**src/hdl/cqe_pkg.sv**
```systemverilog
// ----------------------------------------------------------------------------
// cqe_pkg
// Shared types, constants and helpers of the circular queue engine.
// ----------------------------------------------------------------------------
`default_nettype none

package cqe_pkg;

  localparam int MAX_SLOTS = 64;
  localparam int MIN_SLOTS = 2;
  localparam int PTR_W     = $clog2(MAX_SLOTS);
  localparam int CNT_W     = $clog2(MAX_SLOTS + 1);
  localparam int VALUE_W   = 31;
  localparam int OPCODE_W  = 2;
  localparam int STATUS_W  = 3;

  typedef logic [PTR_W-1:0]   ptr_t;
  typedef logic [CNT_W-1:0]   cnt_t;
  typedef logic [VALUE_W-1:0] value_t;

  typedef enum logic [OPCODE_W-1:0] {
    OP_ENQUEUE = 2'd0,
    OP_DEQUEUE = 2'd1,
    OP_DUMP    = 2'd2
  } opcode_t;

  typedef enum logic [STATUS_W-1:0] {
    ST_STORED     = 3'd0,
    ST_OVERFLOW   = 3'd1,
    ST_DEQUEUED   = 3'd2,
    ST_EMPTY      = 3'd3,
    ST_DUMP_ELEM  = 3'd4,
    ST_DUMP_EMPTY = 3'd5
  } status_t;

  typedef enum logic [1:0] {
    S_IDLE,
    S_READ,
    S_OUT
  } state_t;

  typedef struct packed {
    logic    in_ready;
    logic    out_valid;
    logic    ram_we;
    logic    wp_adv;
    logic    rd_en;
    logic    rd_from_scan;
    logic    scan_adv;
    logic    rp_adv;
    logic    res_load;
    logic    res_from_ram;
    logic    res_last_from_scan;
    status_t res_status;
  } cmd_t;

  typedef struct packed {
    logic full;
    logic empty;
    logic out_last;
  } stat_t;

  function automatic ptr_t advance(input ptr_t p, input cnt_t slots);
    cnt_t nxt;
    nxt = cnt_t'(p) + cnt_t'(1);
    return (nxt >= slots) ? ptr_t'(0) : nxt[PTR_W-1:0];
  endfunction

  function automatic cnt_t clamp_slots(input cnt_t v);
    if (v < cnt_t'(MIN_SLOTS)) begin
      return cnt_t'(MIN_SLOTS);
    end else if (v > cnt_t'(MAX_SLOTS)) begin
      return cnt_t'(MAX_SLOTS);
    end
    return v;
  endfunction

endpackage

`default_nettype wire

```
**src/hdl/cqe_if.sv**
```systemverilog
// ----------------------------------------------------------------------------
// cqe_if
// Request and response channels of the circular queue engine.
// ----------------------------------------------------------------------------
`default_nettype none

interface cqe_req_if;
  logic                         valid;
  logic                         ready;
  logic [cqe_pkg::OPCODE_W-1:0] opcode;
  logic [cqe_pkg::VALUE_W-1:0]  push_value;

  modport source (output valid, output opcode, output push_value, input ready);
  modport sink   (input valid, input opcode, input push_value, output ready);
endinterface

interface cqe_rsp_if;
  logic                         valid;
  logic                         ready;
  logic [cqe_pkg::STATUS_W-1:0] status;
  logic [cqe_pkg::VALUE_W-1:0]  out_value;
  logic                         last;

  modport source (output valid, output status, output out_value, output last, input ready);
  modport sink   (input valid, input status, input out_value, input last, output ready);
endinterface

`default_nettype wire

```
**src/hdl/cqe_ram.sv**
```systemverilog
// ----------------------------------------------------------------------------
// cqe_ram
// Generic single-write, single-read RAM with registered read data.
// ----------------------------------------------------------------------------
`default_nettype none

module cqe_ram #(
  parameter int WIDTH = 8,
  parameter int DEPTH = 16
) (
  input  wire logic                     clk,
  input  wire logic                     we,
  input  wire logic [$clog2(DEPTH)-1:0] waddr,
  input  wire logic [WIDTH-1:0]         wdata,
  input  wire logic                     re,
  input  wire logic [$clog2(DEPTH)-1:0] raddr,
  output logic      [WIDTH-1:0]         rdata
);

  logic [WIDTH-1:0] mem [DEPTH];

  always_ff @(posedge clk) begin
    if (we) begin
      mem[waddr] <= wdata;
    end
    if (re) begin
      rdata <= mem[raddr];
    end
  end

endmodule

`default_nettype wire

```
**src/hdl/cqe_ctrl.sv**
```systemverilog
// ----------------------------------------------------------------------------
// cqe_ctrl
// Controller: sequences enqueue, dequeue and dump items over the datapath.
// ----------------------------------------------------------------------------
`default_nettype none

module cqe_ctrl (
  input  wire logic                         clk,
  input  wire logic                         rst,
  input  wire logic                         in_valid,
  input  wire logic [cqe_pkg::OPCODE_W-1:0] opcode,
  input  wire logic                         out_ready,
  input  wire cqe_pkg::stat_t               stat,
  output cqe_pkg::cmd_t                     cmd
);

  cqe_pkg::state_t state, state_next;
  logic            dumping, dumping_next;

  always_ff @(posedge clk) begin
    if (rst) begin
      state   <= cqe_pkg::S_IDLE;
      dumping <= 1'b0;
    end else begin
      state   <= state_next;
      dumping <= dumping_next;
    end
  end

  always_comb begin
    state_next   = state;
    dumping_next = dumping;
    cmd          = '0;
    cmd.res_status = cqe_pkg::ST_STORED;
    case (state)
      cqe_pkg::S_IDLE: begin
        cmd.in_ready = 1'b1;
        if (in_valid) begin
          dumping_next = 1'b0;
          case (cqe_pkg::opcode_t'(opcode))
            cqe_pkg::OP_ENQUEUE: begin
              cmd.res_load = 1'b1;
              if (stat.full) begin
                cmd.res_status = cqe_pkg::ST_OVERFLOW;
              end else begin
                cmd.res_status = cqe_pkg::ST_STORED;
                cmd.ram_we     = 1'b1;
                cmd.wp_adv     = 1'b1;
              end
              state_next = cqe_pkg::S_OUT;
            end
            cqe_pkg::OP_DEQUEUE: begin
              if (stat.empty) begin
                cmd.res_load   = 1'b1;
                cmd.res_status = cqe_pkg::ST_EMPTY;
                state_next     = cqe_pkg::S_OUT;
              end else begin
                cmd.rd_en  = 1'b1;
                state_next = cqe_pkg::S_READ;
              end
            end
            cqe_pkg::OP_DUMP: begin
              if (stat.empty) begin
                cmd.res_load   = 1'b1;
                cmd.res_status = cqe_pkg::ST_DUMP_EMPTY;
                state_next     = cqe_pkg::S_OUT;
              end else begin
                cmd.rd_en    = 1'b1;
                dumping_next = 1'b1;
                state_next   = cqe_pkg::S_READ;
              end
            end
            default: begin
              state_next = cqe_pkg::S_IDLE;
            end
          endcase
        end
      end
      cqe_pkg::S_READ: begin
        cmd.res_load     = 1'b1;
        cmd.res_from_ram = 1'b1;
        if (dumping) begin
          cmd.res_status         = cqe_pkg::ST_DUMP_ELEM;
          cmd.res_last_from_scan = 1'b1;
          cmd.scan_adv           = 1'b1;
        end else begin
          cmd.res_status = cqe_pkg::ST_DEQUEUED;
          cmd.rp_adv     = 1'b1;
        end
        state_next = cqe_pkg::S_OUT;
      end
      cqe_pkg::S_OUT: begin
        cmd.out_valid = 1'b1;
        if (out_ready) begin
          if (dumping && !stat.out_last) begin
            cmd.rd_en        = 1'b1;
            cmd.rd_from_scan = 1'b1;
            state_next       = cqe_pkg::S_READ;
          end else begin
            state_next = cqe_pkg::S_IDLE;
          end
        end
      end
      default: begin
        state_next = cqe_pkg::S_IDLE;
      end
    endcase
  end

endmodule

`default_nettype wire

```
**src/hdl/cqe_dp.sv**
```systemverilog
// ----------------------------------------------------------------------------
// cqe_dp
// Datapath: ring storage, read/write/scan pointers, slot count and result
// register.
// ----------------------------------------------------------------------------
`default_nettype none

module cqe_dp (
  input  wire logic                         clk,
  input  wire logic                         rst,
  input  wire cqe_pkg::cmd_t                cmd,
  input  wire logic [cqe_pkg::VALUE_W-1:0]  push_value,
  input  wire logic                         cfg_we,
  input  wire logic [cqe_pkg::CNT_W-1:0]    cfg_wdata,
  output cqe_pkg::stat_t                    stat,
  output logic      [cqe_pkg::STATUS_W-1:0] res_status,
  output logic      [cqe_pkg::VALUE_W-1:0]  res_value,
  output logic                              res_last
);

  cqe_pkg::cnt_t   slot_count;
  cqe_pkg::ptr_t   rp;
  cqe_pkg::ptr_t   wp;
  cqe_pkg::ptr_t   scan;
  cqe_pkg::ptr_t   rd_addr;
  cqe_pkg::ptr_t   wp_adv_val;
  cqe_pkg::ptr_t   scan_adv_val;
  cqe_pkg::value_t rd_data;

  assign wp_adv_val   = cqe_pkg::advance(wp, slot_count);
  assign scan_adv_val = cqe_pkg::advance(scan, slot_count);
  assign rd_addr      = cmd.rd_from_scan ? scan : rp;

  assign stat.full     = (wp_adv_val == rp);
  assign stat.empty    = (rp == wp);
  assign stat.out_last = res_last;

  cqe_ram #(
    .WIDTH (cqe_pkg::VALUE_W),
    .DEPTH (cqe_pkg::MAX_SLOTS)
  ) u_ram (
    .clk   (clk),
    .we    (cmd.ram_we),
    .waddr (wp),
    .wdata (push_value),
    .re    (cmd.rd_en),
    .raddr (rd_addr),
    .rdata (rd_data)
  );

  always_ff @(posedge clk) begin
    if (rst) begin
      slot_count <= cqe_pkg::cnt_t'(cqe_pkg::MAX_SLOTS);
      rp         <= '0;
      wp         <= '0;
    end else if (cfg_we) begin
      slot_count <= cqe_pkg::clamp_slots(cfg_wdata);
      rp         <= '0;
      wp         <= '0;
    end else begin
      if (cmd.wp_adv) begin
        wp <= wp_adv_val;
      end
      if (cmd.rp_adv) begin
        rp <= cqe_pkg::advance(rp, slot_count);
      end
    end
  end

  always_ff @(posedge clk) begin
    if (cmd.rd_en && !cmd.rd_from_scan) begin
      scan <= rp;
    end else if (cmd.scan_adv) begin
      scan <= scan_adv_val;
    end
    if (cmd.res_load) begin
      res_status <= cmd.res_status;
      res_value  <= cmd.res_from_ram ? rd_data : '0;
      res_last   <= cmd.res_last_from_scan ? (scan_adv_val == wp) : 1'b1;
    end
  end

endmodule

`default_nettype wire

```
**src/hdl/circular_queue_engine_top.sv**
```systemverilog
// ----------------------------------------------------------------------------
// circular_queue_engine_top
// Ring-buffer queue of 31-bit values with enqueue, dequeue and dump.
// ----------------------------------------------------------------------------
// The queue uses slot_count ring slots (2..64, reset 64) and holds at most one
// fewer values; writing cfg_wdata clamps it to that range and empties the
// queue. Each request item gives one response item, except a dump, which
// gives one item per stored value, oldest first, with last set on the final
// one (or a single dump-empty item), and opcode 3, which gives none. One item
// is in work at a time: an enqueue or any empty/overflow answer goes straight
// to the one response register, while a dequeue and each dumped value first
// pass through the registered read of the ring RAM; the next request is taken
// only after the response is taken. No clearing pass follows reset.
`default_nettype none

module circular_queue_engine_top (
  input  wire logic                      clk,
  input  wire logic                      rst,
  cqe_req_if.sink                        req,
  cqe_rsp_if.source                      rsp,
  input  wire logic                      cfg_we,
  input  wire logic [cqe_pkg::CNT_W-1:0] cfg_wdata
);

  cqe_pkg::cmd_t  cmd;
  cqe_pkg::stat_t stat;

  cqe_ctrl u_ctrl (
    .clk       (clk),
    .rst       (rst),
    .in_valid  (req.valid),
    .opcode    (req.opcode),
    .out_ready (rsp.ready),
    .stat      (stat),
    .cmd       (cmd)
  );

  cqe_dp u_dp (
    .clk        (clk),
    .rst        (rst),
    .cmd        (cmd),
    .push_value (req.push_value),
    .cfg_we     (cfg_we),
    .cfg_wdata  (cfg_wdata),
    .stat       (stat),
    .res_status (rsp.status),
    .res_value  (rsp.out_value),
    .res_last   (rsp.last)
  );

  assign req.ready = cmd.in_ready;
  assign rsp.valid = cmd.out_valid;

endmodule

`default_nettype wire
```
**src/flat_wrapper.sv**
```systemverilog
// flat-port wrapper written by rule: the top's interface ports become plain ports
module circular_queue_engine_top_flat 
  (clk, rst, cfg_we, cfg_wdata, req_valid, req_opcode, req_push_value, req_ready, rsp_valid, rsp_status, rsp_out_value, rsp_last, rsp_ready);
  cqe_req_if req_i ();
  cqe_rsp_if rsp_i ();
  input  wire logic clk;
  input  wire logic rst;
  input  wire logic cfg_we;
  input  wire logic [cqe_pkg::CNT_W-1:0] cfg_wdata;
  input wire logic [$bits(req_i.valid)-1:0] req_valid;
  input wire logic [$bits(req_i.opcode)-1:0] req_opcode;
  input wire logic [$bits(req_i.push_value)-1:0] req_push_value;
  output wire logic [$bits(req_i.ready)-1:0] req_ready;
  output wire logic [$bits(rsp_i.valid)-1:0] rsp_valid;
  output wire logic [$bits(rsp_i.status)-1:0] rsp_status;
  output wire logic [$bits(rsp_i.out_value)-1:0] rsp_out_value;
  output wire logic [$bits(rsp_i.last)-1:0] rsp_last;
  input wire logic [$bits(rsp_i.ready)-1:0] rsp_ready;
  assign req_i.valid = req_valid;
  assign req_i.opcode = req_opcode;
  assign req_i.push_value = req_push_value;
  assign req_ready = req_i.ready;
  assign rsp_valid = rsp_i.valid;
  assign rsp_status = rsp_i.status;
  assign rsp_out_value = rsp_i.out_value;
  assign rsp_last = rsp_i.last;
  assign rsp_i.ready = rsp_ready;
  circular_queue_engine_top u_core (.clk(clk), .rst(rst), .req(req_i), .rsp(rsp_i), .cfg_we(cfg_we), .cfg_wdata(cfg_wdata));
endmodule
```
**config.mk**
```make
export PLATFORM = sky130hd
export DESIGN_NAME = circular_queue_engine_top_flat
export DESIGN_NICKNAME = d
export VERILOG_FILES = /design/src/hdl/cqe_pkg.sv /design/src/hdl/cqe_if.sv /design/src/hdl/cqe_ram.sv /design/src/hdl/cqe_ctrl.sv /design/src/hdl/cqe_dp.sv /design/src/hdl/circular_queue_engine_top.sv /design/src/flat_wrapper.sv
export SDC_FILE = /design/constraint.sdc
export NUM_CORES = 2
export LEC_CHECK = 0
export BUFFER_PORTS_ARGS = -buffer_cell sky130_fd_sc_hd__buf_2
export CAP_MARGIN = 15
export CORE_ASPECT_RATIO = 0.6
export CORE_MARGIN = 8
export CORE_UTILIZATION = 43
export DETAILED_ROUTE_END_ITERATION = 8
export PLACE_DENSITY = 0.54
export SETUP_SLACK_MARGIN = 0.15
export SLEW_MARGIN = 20
export SYNTH_ARGS = -nofsm -noshare
export SYNTH_HDL_FRONTEND = slang
export SYNTH_HIERARCHICAL = 1
export SYNTH_SLANG_ARGS = --single-unit
```
**constraint.sdc**
```tcl
create_clock -name clk -period 11.26 [get_ports clk]
set_clock_uncertainty 0.15 [all_clocks]
set_input_delay 1.689 -clock clk [delete_from_list [all_inputs] [get_ports clk]]
set_output_delay 1.689 -clock clk [all_outputs]
set_load 0.01 [all_outputs]
```
* After elaboration in Yosys (flattened, before gate mapping)
Memories as Yosys holds them, arrays and structs flattened. A register that Yosys moved wholly into a read port is not among the register bits. Index checks and enable logic that the tools add are counted.
Word-level totals: word-level logic and storage cells 87, register bits after elaboration 63, RAM bits 1984, bits in read-only memories 0, latch bits 0, memories kept 1, output and inout port bits 37
Cells by class: muxes and demuxes 49, reduce and logical (&&, ||, !) cells 11, eq/ne operators 9, order comparisons 5, add/sub/neg operators 3, div/mod/pow operators 0, multipliers 0, shift-type cells 0, bitwise logic cells 0
Memory list:
- u_core.u_dp.u_ram.mem | words 64, bits a word 31, rd ports 1, clocked after Yosys merged registers in 1, wr ports 1, RTL line cqe_ram.sv:20 | logic [WIDTH-1:0] mem [DEPTH];
Operators with widths (number):
- $mux 6 | 6
- $mux 2 | 11
- $add 6x1->7 const B | 3
- $ge 7x7->1 | 3
- $mux 7 | 3
- $eq 6x6->1 | 3
- $mux 1 | 18
- $mux 3 | 4
- $pmux 3 s3 | 1
- $gt 7x7->1 const B | 1
- $lt 7x2->1 const B | 1
- $pmux 1 s2 | 3
- $pmux 2 s3 | 1
- $pmux 3 s2 | 1
- $eq 2x1->1 const B | 2
- $eq 2x2->1 const B | 2
- $logic_not 2->1 | 2
- $ne 2x2->1 const B | 2
- $pmux 2 s2 | 1
- $reduce_and 2->1 | 2
- $reduce_or 2->1 | 2
- $logic_and 1x1->1 | 2
- $logic_not 1->1 | 2
- $reduce_bool 2->1 | 1

* Longest topological paths before layout
word-level depth 10, mapped depth 17, gate-level depth less buffers 15

* By module
Netlist, hierarchy kept.
Modules (own cells, without submodules):
- cqe_ram | cells each 3418, area each 76616.0 µm², instances 1
- cqe_dp | cells each 346, area each 3502.1 µm², instances 1
- cqe_ctrl | cells each 47, area each 371.6 µm², instances 1

* Worst setup path before layout
Ideal clock, no wire load.
path type register -> register, from reg u_core.u_dp.wp[0], to mem u_core/u_dp/u_ram/mem[48][0] (netlist bit) (enable), arrival 5315 ps, cell stages (with the launch flop) 17, slack 5337 ps, path through dfxtp_1 buf_2 nand2_1 nor2_1 xor2_1 ha_1 and3_1 a311oi_2 and2_1 buf_6 a211o_1 a221oi_2 nor3b_2 buf_4 nor2b_1 nand4b_1 nor3_1
RTL lines:
- start, declared | RTL line cqe_dp.sv:23 | cqe_pkg::ptr_t wp;
- start signal, assigned | RTL line cqe_dp.sv:62 | wp <= wp_adv_val;
- end, declared | RTL line cqe_ram.sv:20

==> summary.md <==
| Metric | Value |
|---|---|
| TritonCTS clock tree | `built` |
| Vias after detailed routing | `just under 40000` |
| Syn_nets | `3884` |
| Top-count cell post-synth | `edfxtp_1` |
| Hold path depth | `1` |
| Post-Synthesis Cells | `3811` |
| CP Data Arrival Time | `~7 ns` |
| M2 GR Usage | `approximately 30%` |
| Slew HR | `27.2%` |
| Routability cong. | `about 0.8` |
| Fillcell total | `between 15000 and 20000` |
| Commonest cells in the netlist | `2056 x edfxtp_1, 403 x mux4_2, 299 x mux2i_1, 105 x a22oi_1, 96 x nor2_1` |
| Met1 global-route usage | `32.2%` |
| Die Wd | `~570 um` |
| Max frequency | `150 MHz` |
| CP delay by family, top | `simple AND/OR/NAND/NOR gates` |
| Finish-stage setup viols | `0` |
| Vias in the first global route | `about 39000` |
| DP Area | `between 80000 and 90000 um^2` |
| CTS-repair resized insts | `0` |
| Period utilisation layout | `~60%` |
| Clk buf depth | `4` |
| Critical path depth in cells | `13` |
| Startpoint Class | `flop` |
| 1st-pass router iterations | `7` |
| GR Layer Usage met3 | `under 10%` |
| HP Class | `reg2reg` |
| H-Tree Depth | `4` |
| Leakage | `~27 nW` |
| Layout area overhead | `12.5%` |
| Async set-reset flop share out of synthesis | `0%` |
| Core box area | `roughly 190000 um^2` |
| Status | `complete, no violations` |
| Setup TNS | `0 ns` |
| Final WS setup | `4.61 ns` |
| Post-synth EDFFs | `about 2100` |
| Initial antenna violation count | `22` |
| Share of layout cells above drive strength 1 | `between 20% and 30%` |
| Dpl hpwl | `between 100000 and 150000 um` |
| Mean cell area of the mapped netlist | `around 21 um^2` |
| DR WL/cell | `about 32 um` |
| RSZ-0062 raised after global routing | `false` |
| Final Hold Viols | `0` |
| Post-route ant nets | `0` |
| Worst slew pin tran | `1.09 ns` |
| Total track usage | `between 20 and 25%` |
| Post-layout min period | `6.65 ns` |
| Wire length of the first global-routing pass | `between 200000 and 300000 um` |
| # Post-CTS Setup Buffers | `0` |
| Top cells by area, synth | `edfxtp_1 77%, mux4_2 11%, mux2i_1 3.7%` |
| Post-Syn Area | `roughly 80000 um^2` |
| Critical path class | `reg2reg` |
| DRC violations left | `0` |
| Ports | `82` |
| Part of the Yosys area used for sequential elements | `between 70% and 80%` |
| Clk_lat worst skew | `0.82 ns` |
| Setup WS pre-CTS | `roughly 4.7 ns` |
| DR vias/cell | `around 5.9` |
| Max_cap viols | `0` |
| Final instance area | `90600 um^2` |
| CP Max Fanout | `19` |
| Detailed Route Iter0 Violations | `around 4300` |
| Crit. End Element | `flop` |
| Largest net degree at the start of global routing | `between 100 and 150` |
| WL final | `about 210000 um` |
| Placed cell count | `between 6000 and 7000` |
| Inserted Clock Buffers | `197` |
| Total grt overflow | `0` |
| CP Buf/Inv Count | `1` |
| Final cell count without fillers | `roughly 6600` |
| Root Driver | `clkbuf_16` |
| Slowest-stage cell, CP | `nand4_1` |
| Critical path required time | `between 10 and 15 ns` |
| Grt peak-use layer | `met1` |
| Synth cell types | `between 60 and 70` |
| CTS Hold Bufs | `0` |
| Peak VDD IR | `0.000157 V` |
| Synth area leader | `edfxtp_1` |
| FF-to-FF path depth | `13` |
| PD cells | `roughly 170 nW/um^2` |
| Top FF cell, synth | `edfxtp_1` |
| Synth warn | `6` |
| Yosys top cell area share | `76.7%` |
| Clk pin slew, worst setup/hold paths | `0.06 ns` |
| Std cell rows | `between 100 and 150` |
| Nets | `approximately 4100` |
| Initial Util | `between 40 and 50%` |
| Clock Sinks | `around 2100` |
| CP peak stage delay | `approximately 0.86 ns` |
| Most frequent CP cell | `ha_1` |
| Count of final max-slew check failures | `0` |
| Total die area | `~200000 um^2` |
| PortBufs | `81` |
| CP Cell Sequence | `ha_1, nand3_1, xnor2_2, ha_1, and3_1, a311oi_2, and2_1, a211o_1, a221oi_2, nor3b_2, nand4_1, nor2_4, buf_4` |
| Register bit count reported by yosys | `about 2100` |
| Die Y-Extent | `351 um` |
## metrics by stage
stage / total power [mW] / utilization (%) / hold WS, ns
floorplan: 8.72 / - / 0.299
global placement: 8.87 / 45.3 / 0.329
detailed placement: 8.87 / 45.3 / 0.324
CTS: 15.2 / 48.5 / 0.337
global route: 15.5 / 48.5 / 0.356
finish: 15.0 / 48.5 / 0.338
## worst reg2reg max path: cells and delay by family, from the launching register on
family | cells | cell delay (ns)
and+or+nand+nor | 6 | 3.14
DFF | 1 | 0.84
adders and majority gates | 2 | 0.68
AOI/OAI and AO/OA | 3 | 0.61
buffers and inverters | 1 | 0.48
xor gates and xnor gates | 1 | 0.33
## routing by layer
layer,vias up,share of wire (%)
li1,16288,-
met1,21039,47
met2,1537,43
met3,262,9.0
met4,8,1.8
met5,-,0.021
## sequential cells by signal, summed over array words and instances, names as in the netlist
signal                   cells
u_core/u_dp/res_status       3
u_core/u_dp/u_ram/mem     1984
u_core/u_ctrl/state          2
u_core/u_dp/res_value       31
u_core/u_dp/wp               6
u_core/u_dp/res_last         1
u_core/u_dp/slot_count       7
u_core/u_dp/u_ram/rdata     31
u_core/u_ctrl/dumping        1
u_core/u_dp/scan             6
u_core/u_dp/rp               6
## final cells by class
cell class / count / area (um^2) / share of cell area, %
Clock buffer: 235 / 5110 / 5.65
Timing Repair Buffer: 203 / 1460 / 1.61
Sequential cell: 2078 / 62200 / 68.7
Inverter: 23 / 86.3 / 0.0953
Multi-Input combinational cell: 1490 / 17700 / 19.6
Clock inverter: 102 / 843 / 0.931
Tap cell: 2500 / 3130 / 3.45
Antenna cell: 14 / 35.0 / 0.0387
## layout by cell type, fill, tap and decap left out, types with 27 or more instances in the layout
| cell type | count |
|---|---|
| buf_4 | 125 |
| ha_1 | 28 |
| and2_1 | 34 |
| nor2_4 | 63 |
| mux4_2 | 403 |
| a21o_1 | 29 |
| o21ai_0 | 56 |
| nor2_1 | 32 |
| clkinv_1 | 44 |
| a22oi_1 | 105 |
| and3_1 | 30 |
| edfxtp_1 | 2056 |
| a31oi_1 | 53 |
| clkbuf_1 | 36 |
| clkinv_2 | 33 |
| o22ai_1 | 85 |
| buf_2 | 70 |
| clkbuf_16 | 199 |
| nand2_1 | 50 |
| mux2i_1 | 299 |
| o31ai_1 | 27 |
## worst paths after layout
kind	start	slack [ns]	endpoint
worst max-delay path	u_core/u_dp/wp[1]$_SDFFE_PP0P_	4.61	u_core/u_dp/u_ram/mem[39][11]$_DFFE_PP_
worst min-delay path	u_core/u_dp/slot_count[5]$_SDFFE_PP0P_	0.34	u_core/u_dp/slot_count[5]$_SDFFE_PP0P_
worst max register to register	u_core/u_dp/wp[1]$_SDFFE_PP0P_	4.61	u_core/u_dp/u_ram/mem[39][11]$_DFFE_PP_
worst min register to register	u_core/u_dp/slot_count[5]$_SDFFE_PP0P_	0.34	u_core/u_dp/slot_count[5]$_SDFFE_PP0P_
## report_power, final
group          internal (mW)  total (mW)  switching, mW
Combinational         0.0358       0.193          0.158
Clock                   3.54        6.35           2.80
Sequential              8.51        8.51        0.00549
Total                   12.1        15.0           2.97
## cell families after synthesis
group	count (synthesis)	share of synthesized area, %
compound gates	421	3.51
xor+xnor	22	0.267
fa+ha+maj	28	0.435
buf+inv	243	1.43
flops	2078	77.3
mux	715	15.2
simple gates	304	1.92
No activity file was read; power rests on OpenSTA's default activity.
